[src/hw/rtl/pppp_pkg.sv]
package pppp_pkg;

   typedef enum logic [2:0] {
      PH_TAG,
      PH_VARINT,
      PH_LENGTH,
      PH_SKIP,
      PH_TEXT,
      PH_STOPPED
   } phase_type;

   localparam logic [2:0] WIRE_VARINT  = 3'd0;
   localparam logic [2:0] WIRE_FIXED64 = 3'd1;
   localparam logic [2:0] WIRE_LENGTH  = 3'd2;
   localparam logic [2:0] WIRE_FIXED32 = 3'd5;

   localparam logic [4:0] FIELD_PORT = 5'd1;
   localparam logic [4:0] FIELD_TEXT = 5'd2;

   localparam logic [7:0] SKIP_FIXED64 = 8'd8;
   localparam logic [7:0] SKIP_FIXED32 = 8'd4;

   localparam logic [5:0] SHIFT_LIMIT = 6'd32;
   localparam logic [5:0] SHIFT_STEP  = 6'd7;

   localparam logic [7:0] TEXT_LIMIT_RESET = 8'd240;

   typedef struct packed {
      logic        text_valid;
      logic [7:0]  text_byte;
      logic        text_plain;
      logic        text_first;
      logic        packet_done;
      logic [31:0] port_number;
      logic        port_found;
      logic        has_payload;
      logic        parse_stopped;
   } result_type;

endpackage

[src/hw/rtl/pppp_parser.sv]
module pppp_parser (
   input  logic                clock,
   input  logic                reset,
   input  logic                step,
   input  logic [7:0]          data_byte,
   input  logic [7:0]          bytes_after,
   input  logic [7:0]          text_limit,
   output pppp_pkg::result_type result
);
   import pppp_pkg::*;

   phase_type   phase_ff, phase_in;
   logic [4:0]  field_ff, field_in;
   logic [31:0] acc_ff, acc_in;
   logic [5:0]  shift_ff, shift_in;
   logic [7:0]  togo_ff, togo_in;
   logic [31:0] port_ff, port_in;
   logic        found_ff, found_in;
   logic        payload_ff, payload_in;
   logic        plain_ff, plain_in;
   logic        first_ff, first_in;

   logic [38:0] part;
   logic [31:0] acc_next;
   logic [5:0]  shift_next;
   logic        varint_end;
   logic        last_byte;
   logic [2:0]  wire_type;

   assign last_byte  = (bytes_after == 8'd0);
   assign wire_type  = data_byte[2:0];
   assign part       = {32'd0, data_byte[6:0]} << shift_ff;
   assign acc_next   = (shift_ff < SHIFT_LIMIT) ? (acc_ff | part[31:0]) : acc_ff;
   assign shift_next = (shift_ff < SHIFT_LIMIT) ? (shift_ff + SHIFT_STEP) : shift_ff;
   assign varint_end = !data_byte[7] || last_byte;

   always_comb begin
      phase_in   = phase_ff;
      field_in   = field_ff;
      acc_in     = acc_ff;
      shift_in   = shift_ff;
      togo_in    = togo_ff;
      port_in    = port_ff;
      found_in   = found_ff;
      payload_in = payload_ff;
      plain_in   = plain_ff;
      first_in   = first_ff;
      result     = '0;

      unique case (phase_ff)
         PH_TAG: begin
            if (!last_byte) begin
               field_in = data_byte[7:3];
               acc_in   = 32'd0;
               shift_in = 6'd0;
               case (wire_type)
                  WIRE_VARINT: phase_in = PH_VARINT;
                  WIRE_FIXED64: begin
                     togo_in  = SKIP_FIXED64;
                     phase_in = PH_SKIP;
                  end
                  WIRE_FIXED32: begin
                     togo_in  = SKIP_FIXED32;
                     phase_in = PH_SKIP;
                  end
                  WIRE_LENGTH: phase_in = PH_LENGTH;
                  default: phase_in = PH_STOPPED;
               endcase
            end
         end
         PH_VARINT: begin
            acc_in   = acc_next;
            shift_in = shift_next;
            if (varint_end) begin
               if (field_ff == FIELD_PORT) begin
                  port_in  = acc_next;
                  found_in = 1'b1;
               end
               phase_in = PH_TAG;
            end
         end
         PH_LENGTH: begin
            acc_in   = acc_next;
            shift_in = shift_next;
            if (varint_end) begin
               if (acc_next > {24'd0, bytes_after}) begin
                  phase_in = PH_STOPPED;
               end else if (acc_next == 32'd0) begin
                  phase_in = PH_TAG;
               end else if (field_ff == FIELD_TEXT) begin
                  payload_in = 1'b1;
                  plain_in   = (port_ff == 32'd1) && (acc_next < {24'd0, text_limit});
                  first_in   = 1'b1;
                  togo_in    = acc_next[7:0];
                  phase_in   = PH_TEXT;
               end else begin
                  togo_in  = acc_next[7:0];
                  phase_in = PH_SKIP;
               end
            end
         end
         PH_SKIP, PH_TEXT: begin
            if (phase_ff == PH_TEXT) begin
               result.text_valid = 1'b1;
               result.text_byte  = data_byte;
               result.text_plain = plain_ff;
               result.text_first = first_ff;
               first_in          = 1'b0;
            end
            if (togo_ff != 8'd0) begin
               togo_in = togo_ff - 8'd1;
            end
            if (togo_in == 8'd0) begin
               phase_in = PH_TAG;
            end
         end
         default: begin
         end
      endcase

      result.packet_done   = last_byte;
      result.port_number   = port_in;
      result.port_found    = found_in;
      result.has_payload   = payload_in;
      result.parse_stopped = (phase_in == PH_STOPPED);

      if (last_byte) begin
         phase_in   = PH_TAG;
         field_in   = 5'd0;
         acc_in     = 32'd0;
         shift_in   = 6'd0;
         togo_in    = 8'd0;
         port_in    = 32'd0;
         found_in   = 1'b0;
         payload_in = 1'b0;
         plain_in   = 1'b0;
         first_in   = 1'b0;
      end
   end

   always_ff @(posedge clock) begin
      if (reset) begin
         phase_ff   <= PH_TAG;
         field_ff   <= 5'd0;
         acc_ff     <= 32'd0;
         shift_ff   <= 6'd0;
         togo_ff    <= 8'd0;
         port_ff    <= 32'd0;
         found_ff   <= 1'b0;
         payload_ff <= 1'b0;
         plain_ff   <= 1'b0;
         first_ff   <= 1'b0;
      end else if (step) begin
         phase_ff   <= phase_in;
         field_ff   <= field_in;
         acc_ff     <= acc_in;
         shift_ff   <= shift_in;
         togo_ff    <= togo_in;
         port_ff    <= port_in;
         found_ff   <= found_in;
         payload_ff <= payload_in;
         plain_ff   <= plain_in;
         first_ff   <= first_in;
      end
   end

   a_last_clears: assert property (@(posedge clock) disable iff (reset)
      step && last_byte |=> phase_ff == PH_TAG && !found_ff && !payload_ff)
      else $error("parse state not cleared after the last beat of a packet");

   a_count_live: assert property (@(posedge clock) disable iff (reset)
      (phase_ff == PH_SKIP || phase_ff == PH_TEXT) |-> togo_ff != 8'd0)
      else $error("skip or text phase with no bytes left to go");

endmodule

[src/hw/rtl/protobuf_port_and_payload_parser.sv]
// Throughput: one beat per cycle while the result register can take it; the parse
// state updates in a single pass from the input register into the rsp_ result register.
// Either side may stall; an input register and a result register part them.
// Reset (synchronous, active high) empties both registers, returns parsing
// to the tag phase with all flags cleared, and sets text_limit to 240.
module protobuf_port_and_payload_parser (
   input  logic        clock,
   input  logic        reset,
   input  logic        req_valid,
   output logic        req_stall,
   input  logic [7:0]  req_data_byte,
   input  logic [7:0]  req_bytes_after,
   output logic        rsp_valid,
   input  logic        rsp_stall,
   output logic        rsp_text_valid,
   output logic [7:0]  rsp_text_byte,
   output logic        rsp_text_plain,
   output logic        rsp_text_first,
   output logic        rsp_packet_done,
   output logic [31:0] rsp_port_number,
   output logic        rsp_port_found,
   output logic        rsp_has_payload,
   output logic        rsp_parse_stopped,
   input  logic        csr_valid,
   output logic        csr_ready,
   input  logic [7:0]  csr_text_limit
);
   import pppp_pkg::*;

   logic       in_valid_ff;
   logic [7:0] in_byte_ff;
   logic [7:0] in_after_ff;
   logic       out_valid_ff;
   result_type out_ff, out_in;
   logic [7:0] limit_ff;
   logic       out_free;
   logic       advance;
   logic       req_take;

   assign csr_ready = 1'b1;
   assign out_free  = !out_valid_ff || !rsp_stall;
   assign advance   = in_valid_ff && out_free;
   assign req_stall = in_valid_ff && !out_free;
   assign req_take  = req_valid && !req_stall;

   pppp_parser u_parser (
      .clock       (clock),
      .reset       (reset),
      .step        (advance),
      .data_byte   (in_byte_ff),
      .bytes_after (in_after_ff),
      .text_limit  (limit_ff),
      .result      (out_in)
   );

   always_ff @(posedge clock) begin
      if (reset) begin
         limit_ff <= TEXT_LIMIT_RESET;
      end else if (csr_valid && csr_ready) begin
         limit_ff <= csr_text_limit;
      end
   end

   always_ff @(posedge clock) begin
      if (reset) begin
         in_valid_ff <= 1'b0;
      end else if (req_take) begin
         in_valid_ff <= 1'b1;
      end else if (advance) begin
         in_valid_ff <= 1'b0;
      end
   end

   always_ff @(posedge clock) begin
      if (req_take) begin
         in_byte_ff  <= req_data_byte;
         in_after_ff <= req_bytes_after;
      end
   end

   always_ff @(posedge clock) begin
      if (reset) begin
         out_valid_ff <= 1'b0;
      end else if (advance) begin
         out_valid_ff <= 1'b1;
      end else if (!rsp_stall) begin
         out_valid_ff <= 1'b0;
      end
   end

   always_ff @(posedge clock) begin
      if (advance) begin
         out_ff <= out_in;
      end
   end

   assign rsp_valid         = out_valid_ff;
   assign rsp_text_valid    = out_ff.text_valid;
   assign rsp_text_byte     = out_ff.text_byte;
   assign rsp_text_plain    = out_ff.text_plain;
   assign rsp_text_first    = out_ff.text_first;
   assign rsp_packet_done   = out_ff.packet_done;
   assign rsp_port_number   = out_ff.port_number;
   assign rsp_port_found    = out_ff.port_found;
   assign rsp_has_payload   = out_ff.has_payload;
   assign rsp_parse_stopped = out_ff.parse_stopped;

   a_stall_only_full: assert property (@(posedge clock) disable iff (reset)
      req_stall |-> in_valid_ff && out_valid_ff && rsp_stall)
      else $error("input stalled while the pipeline could move");

   a_advance_fills: assert property (@(posedge clock) disable iff (reset)
      advance |=> out_valid_ff)
      else $error("result register empty after a beat moved into it");

   a_first_is_text: assert property (@(posedge clock) disable iff (reset)
      rsp_valid && (rsp_text_first || rsp_text_plain) |-> rsp_text_valid)
      else $error("text marker set on a beat that carries no text");

endmodule
[config.mk]
export PLATFORM = sky130hd
export DESIGN_NAME = protobuf_port_and_payload_parser
export DESIGN_NICKNAME = d
export VERILOG_FILES = /design/src/hw/rtl/pppp_pkg.sv /design/src/hw/rtl/pppp_parser.sv /design/src/hw/rtl/protobuf_port_and_payload_parser.sv
export SDC_FILE = /design/constraint.sdc
export NUM_CORES = 1
export LEC_CHECK = 0
export BUFFER_PORTS_ARGS = -buffer_cell sky130_fd_sc_hd__buf_4
export CAP_MARGIN = 25
export CORE_AREA = 3 3 132 134
export DETAILED_ROUTE_END_ITERATION = 10
export DIE_AREA = 0 0 135 137
export PLACE_DENSITY = 0.71
export SYNTH_ARGS = -nofsm -noshare
export SYNTH_HDL_FRONTEND = slang
export SYNTH_SLANG_ARGS = --single-unit
[constraint.sdc]
create_clock -name clock -period 7.8 [get_ports clock]
set_clock_uncertainty 0.2 [all_clocks]
set_input_delay 1.56 -clock clock [delete_from_list [all_inputs] [get_ports clock]]
set_output_delay 1.56 -clock clock [all_outputs]
set_load 0.005 [all_outputs]
**Word level (Yosys, flattened, before mapping)**

Index checks and enable logic that the tools add are counted.

- Reduce and logical (&&, ||, !) cells: 35
- Magnitude comparators: 3
- $add $sub $neg: 2
- Multiplexer cells: 58
- Equality and inequality tests: 21
- Bitwise gates (word level): 1
- Shift operators: 1

Operators by type and width:

| kind | count |
|---|---|
| 2-to-1 mux 32 bit | 6 |
| one-hot mux 32 bit (2 select lines) | 1 |
| 2-to-1 mux 8 bit | 6 |
| equality test 32 x 1 -> 1 bit, second input constant | 1 |
| greater-than comparator 32 x 8 -> 1 bit | 1 |
| logical NOT 32 bit | 1 |
| < comparator 32 x 8 -> 1 bit | 1 |
| OR 32 bit | 1 |
| left shift 7 x 6 -> 32 bit | 1 |
| 2-to-1 mux 1 bit | 26 |
| 2-to-1 mux 3 bit | 8 |
| one-hot mux 8 bit (3 select lines) | 1 |
| logical NOT 8 bit | 2 |
| one-hot mux 8 bit (2 select lines) | 1 |
| 2-to-1 mux 6 bit | 2 |
| inequality test 3 x 1 -> 1 bit, second input constant | 4 |
| one-hot mux 3 bit (4 select lines) | 1 |
| one-hot mux 6 bit (2 select lines) | 1 |
| AND reduction 6 bit | 2 |
| 2-to-1 mux 11 bit | 1 |
| 2-to-1 mux 5 bit | 2 |
| nonzero test 2 bit | 5 |
| equality test 3 x 2 -> 1 bit, second input constant | 3 |
| equality test 3 bit, second input constant | 3 |
| 22 further kinds | 40 |

- Logic and storage cells: 145
- Register bits after elaboration: 163
- Input port bits: 29
- Output and inout bits: 50

**Longest topological paths before layout**

- Depth in word-level cells: 11
- Gate-level depth with buffers: 17
- Depth with buffers taken out: 15

**Hierarchy**

From an unflattened synthesis, not the netlist that was laid out.

- Cell total of the unflattened synthesis: 893
- Area, all modules: 8,154.1 um^2

Modules (own cells, without submodules):

| module | instances | sequential area each (um^2) | cells an instance | area each (um^2) |
|---|---|---|---|---|
| pppp_parser | 1 | 1,801.7 | 792 | 5,875.6 |
| protobuf_port_and_payload_parser | 1 | 2,092.0 | 101 | 2,278.4 |

**Least setup slack after synthesis**

Ideal clock, no wire load.

- Path kind: in2reg
- Start: in rsp_stall
- End: reg u_parser.field_ff[4]
- Buffers on the path: 3
- Stages on the path: 10
- Slack: 2,994 ps
- Required time: 7,533 ps
- Arrival time: 4,540 ps
- Cell sequence: nand2_1 -> nand2_1 -> inv_1 -> clkbuf_1 -> nand2_1 -> nand2b_1 -> clkbuf_1 -> buf_1 -> a22oi_1 -> nor2_1

- Longest elaborated chain between the ends: 4

RTL lines:

| item | line | text |
|---|---|---|
| start, declared | protobuf_port_and_payload_parser.sv:14 | `input logic rsp_stall,` |
| logical NOT 1 bit | n/a |  |
| logical OR 1 bit | protobuf_port_and_payload_parser.sv:41 | `assign out_free = !out_valid_ff \|\| !rsp_stall;` |
| logical AND 1 bit | protobuf_port_and_payload_parser.sv:42 | `assign advance = in_valid_ff && out_free;` |
| via advance | protobuf_port_and_payload_parser.sv:37 | `logic advance;` |
| AND reduction 2 bit (no source line) | n/a |  |
| end signal, assigned | pppp_parser.sv:155 | `field_ff <= field_in;` |
| end, declared | pppp_parser.sv:13 | `logic [4:0] field_ff, field_in;` |

The timed path passes the listed nets, and every way through them passes these cells.
A chain may end at the register's enable or synchronous reset.

**Final worst setup path**

- Start: reg u_parser.shift_ff[1]
- End: reg u_parser.togo_ff[2]

- Longest elaborated chain between the ends: 8
- Elaborated cells on any way between the ends: 14

RTL lines:

| item | line | text |
|---|---|---|
| start, declared | pppp_parser.sv:15 | `logic [5:0] shift_ff, shift_in;` |
| start signal, assigned | pppp_parser.sv:157 | `shift_ff <= shift_in;` |
| left shift 7 x 6 -> 32 bit | pppp_parser.sv:32 | `assign part = {32'd0, data_byte[6:0]} << shift_ff;` |
| OR 32 bit | pppp_parser.sv:33 | `assign acc_next = (shift_ff < SHIFT_LIMIT) ? (acc_ff \| part[31:0]) : acc_ff;` |
| 2-to-1 mux 32 bit (*) | pppp_parser.sv:33 |  |
| branches (longest 5 deep; another with greater-than comparator 32 x 8 -> 1 bit) | n/a |  |
| end signal, assigned | pppp_parser.sv:158 | `togo_ff <= togo_in;` |
| end, declared | pppp_parser.sv:16 | `logic [7:0] togo_ff, togo_in;` |

Mark *: on every way between the ends. The select of a mux whose other input is x is not followed.

==> results.md <==
- Post-synth EDFFs: 63
- Finish-stage setup viols: 0
- Fin nets: 976
- Post-Synth Simple-Gate Area: 0.186
- R2r endpoint: u_parser.togo_ff[2]$_SDFFE_PP0P_
- First-pass GRT wire length: 35.9 mm
- Yosys warns: 0
- Pwr/cell area: 217 nW/um2
- Setup Total Neg Slack: 0 ns
- Flop-to-flop setup slack: 2.95 ns
- Cell family with most CP delay: compound AO/OA/AOI/OAI gates
- Gates resized, CTS repair: 0
- Clock slew seen by the registers of the worst setup and hold paths: 0.06 ns
- # DRC: 0
- Root Buffer: clkbuf_16
- Max_cap viols: 0
- RR Startpoint: u_parser.shift_ff[1]$_SDFFE_PP0P_
- Die Y-Extent: 137 um
- Pin count of the biggest net entering global routing: 57
- Commonest register cell after synthesis: dfxtp_1
- Crit-path slowest cell: dfxtp_1
- Remaining antenna violation count: 0
- Multi-input logic area: 3810 um2
- Total GRT Usage: 0.246
- Syn Area/Cell: 9.20 um2
- Min Clock Period, post-route: 4.85 ns
- Synth top cells by count: 101 x nor2_1, 100 x dfxtp_1, 87 x nand2_1, 63 x edfxtp_1, 57 x a21oi_1
- Relative slew margins: 0.433
- Mapped Cells: 880
- Flip-flop and latch area: 3890 um2
- Final hold violations: 0
- Clock H-tree levels: 4
- Layout fillers: 1408
- Mux contribution to synthesized area: 0.0303
- Max Freq: 206 MHz
- Required @ worst endpoint: 7.90 ns
- Crit path launch: u_parser.shift_ff[1]$_SDFFE_PP0P_
- CP endpoint kind: register
- Layout cells sized above 1: 0.156
- Register area share after synthesis: 0.481
- Postcts setup bufs: 0
- DPL Wire Length: 15.6 mm
- Post-synthesis xor/xnor area fraction: 0.0108
- Detailed-route via count: 7084
- Post-synthesis async set-or-reset flop share: 0
- Tcrit/Tclk final: 0.622
- Crit path launch type: register
- Gpl congestion: 0.970
- Clock Path Buffers: 2
- Total grt overflow: 0
- P&R area growth vs syn: 16.4%
- Levels on crit path: 15
- Critical Path, Cell by Cell: mux2i_2 > o32ai_1 > a31o_1 > a21oi_1 > inv_2 > ha_1 > nand3_1 > o21bai_1 > a21oi_1 > a211o_1 > a211o_1 > nor3_4 > a31o_1 > o21a_1 > o211ai_2
- WP data arrival: 4.96 ns
- Drt first-iter violations: 895
- CTS Hold Bufs: 0
- Reg2Reg Depth: 15
- Vias in the first global route: 6613
- Synth top area share: 0.247
- CTS tree: done
- Compound-Gate Fraction of Synth Area: 0.215
- Vias/cell: 6.10
- Clk_lat worst skew: 0.42 ns
- Boundary pin count: 79
- Buffers on Ports: 77
- CTS buffer count: 17
- 1st-pass router iterations: 5
- Fin. max-slew vios: 0
- Mapped Nets: 927
- Worst-margin pin slew: 0.850 ns
- Die W: 135 um
- Leakage: 3.69 nW
- Hold Path Class: register to register
- Initial Utilization: 0.494
- Row cnt: 47
- Area leader, netlist: dfxtp_1
- Core area: 16400 um2
- Initial antenna violation count: 0
- Setup crit end: u_parser.togo_ff[2]$_SDFFE_PP0P_
- Total Wirelength: 22.5 mm
- Antenna Cells: 0
- Die area: 18500 um2
- Worst IR drop on VDD: 0.146 mV
- Critical path type: register to register
- Yosys reg bits: 163
- Pwr Total: 0.00205 W
- Adder-Cell Fraction of Synth Area: 0.0278
- Largest family of logic cells by synthesized area: compound AO/OA/AOI/OAI gates
- Sink Count: 163
- Synth top area cells: dfxtp_1 25%, edfxtp_1 23%, a22oi_1 4.8%
- Status: complete, no violations
- Buffer and inverter count on the worst path: 1
- Dominant cell by count in the synthesized netlist: nor2_1
- Netlist Area Pre-Place: 8100 um2
- Crit path largest cell delay: 0.86 ns
- Largest fanout on the critical path: 22
- Post-synth cell types: 77
- Unrepaired setup endpoints after global routing: false
- Routed len/inst: 19.3 um
-- registers in the layout (all words and copies together), names as in the netlist, 6 cells and up --
| name | cells |
|---|---|
| u_parser.port_ff | 32 |
| u_parser.togo_ff | 8 |
| in_after_ff | 8 |
| in_byte_ff | 8 |
| rsp_port_number | 32 |
| u_parser.acc_ff | 32 |
| u_parser.shift_ff | 6 |
| limit_ff | 8 |
| rsp_text_byte | 8 |
-- cell families (layout without fill, tap and decap cells) --
logic type | after synthesis | after routing
AND/OR/NAND/NOR | 318 | 318
AO/OA/AOI/OAI | 253 | 253
flip-flops | 163 | 163
buffers and inverters | 96 | 158
multiplexers | 21 | 21
adder cells (fa/ha/maj) | 18 | 18
XOR/XNOR | 10 | 10
other | 1 | 1
-- stage by stage --
stage | hold WS [ns] | instances | instance area (um2) | setup slack [ns] | util
6_report | 0.282 | 1162 | 9420 | 2.95 | 0.574
5_1_grt | 0.321 | 1162 | 9420 | 2.69 | 0.574
4_1_cts | 0.284 | 1161 | 9420 | 3.08 | 0.574
3_5_place_dp | 0.268 | 1129 | 8790 | 3.10 | 0.536
3_3_place_gp | 0.263 | 1129 | 8790 | 3.10 | 0.536
2_1_floorplan | 0.250 | 880 | 8100 | 2.99 | -
-- worst min-delay path by stage --
stage                                                start                          endpoint  slack (ns)  cells after the start
after floorplan             u_parser.found_ff$_SDFFE_PP0P_    u_parser.found_ff$_SDFFE_PP0P_        0.25                      2
after global placement      u_parser.found_ff$_SDFFE_PP0P_    u_parser.found_ff$_SDFFE_PP0P_        0.26                      2
after detailed placement    u_parser.found_ff$_SDFFE_PP0P_    u_parser.found_ff$_SDFFE_PP0P_        0.27                      2
after CTS                   u_parser.found_ff$_SDFFE_PP0P_    u_parser.found_ff$_SDFFE_PP0P_        0.28                      2
after global routing      u_parser.acc_ff[20]$_SDFFE_PP0P_  u_parser.acc_ff[20]$_SDFFE_PP0P_        0.32                      2
final                       u_parser.found_ff$_SDFFE_PP0P_    u_parser.found_ff$_SDFFE_PP0P_        0.28                      2
-- routing by layer --
metal  track usage  vias up  share of wire
met3        0.0423       37          0.075
met1         0.357     3389           0.46
li1              -     3344              -
met2         0.378      314           0.45
met5             0        -              0
met4        0.0733        0          0.020
-- power by group --
group          switching [W]  internal [W]
logic               0.000141     0.0000861
clock network       0.000368      0.000524
registers          0.0000242      0.000906
-- cells in the final DEF, fill, tap and decap left out, types with 5 or more instances in the layout --
master / synthesis / final
a211oi_1: 6 / 6
a21o_1: 10 / 10
a21oi_1: 57 / 57
a22oi_1: 52 / 52
a31oi_1: 6 / 6
a32oi_1: 9 / 9
and3_1: 15 / 15
buf_4: 2 / 90
clkbuf_16: 0 / 17
dfxtp_1: 100 / 100
edfxtp_1: 63 / 63
ha_1: 18 / 18
inv_1: 32 / 31
inv_6: 0 / 6
mux2_2: 6 / 6
mux2i_1: 10 / 10
nand2_1: 87 / 87
nand2b_1: 6 / 6
nand3_1: 22 / 22
nand4_1: 5 / 5
nor2_1: 101 / 100
nor2b_1: 12 / 12
nor3_1: 25 / 25
nor3b_1: 5 / 5
nor4_1: 17 / 17
o2111ai_1: 5 / 5
o211ai_1: 11 / 11
o21ai_0: 34 / 34
o21ai_1: 10 / 10
o22ai_1: 7 / 7
o31ai_1: 5 / 5
xnor2_1: 6 / 6
-- final cells by class --
cell class,instances,area share
well taps,220,0.0292
clock buffers,18,0.0466
multi-input cells,621,0.405
inverters,35,0.0139
clock inverters,14,0.0200
flip-flops and latches,163,0.413
repair buffers,91,0.0722
-- worst min-delay path, cell delays in order (launching register included) --
cell	delay, ns
dfxtp_1	0.32
a21oi_1	0.04
nor2b_1	0.09
(Power assumes the default switching activity.)
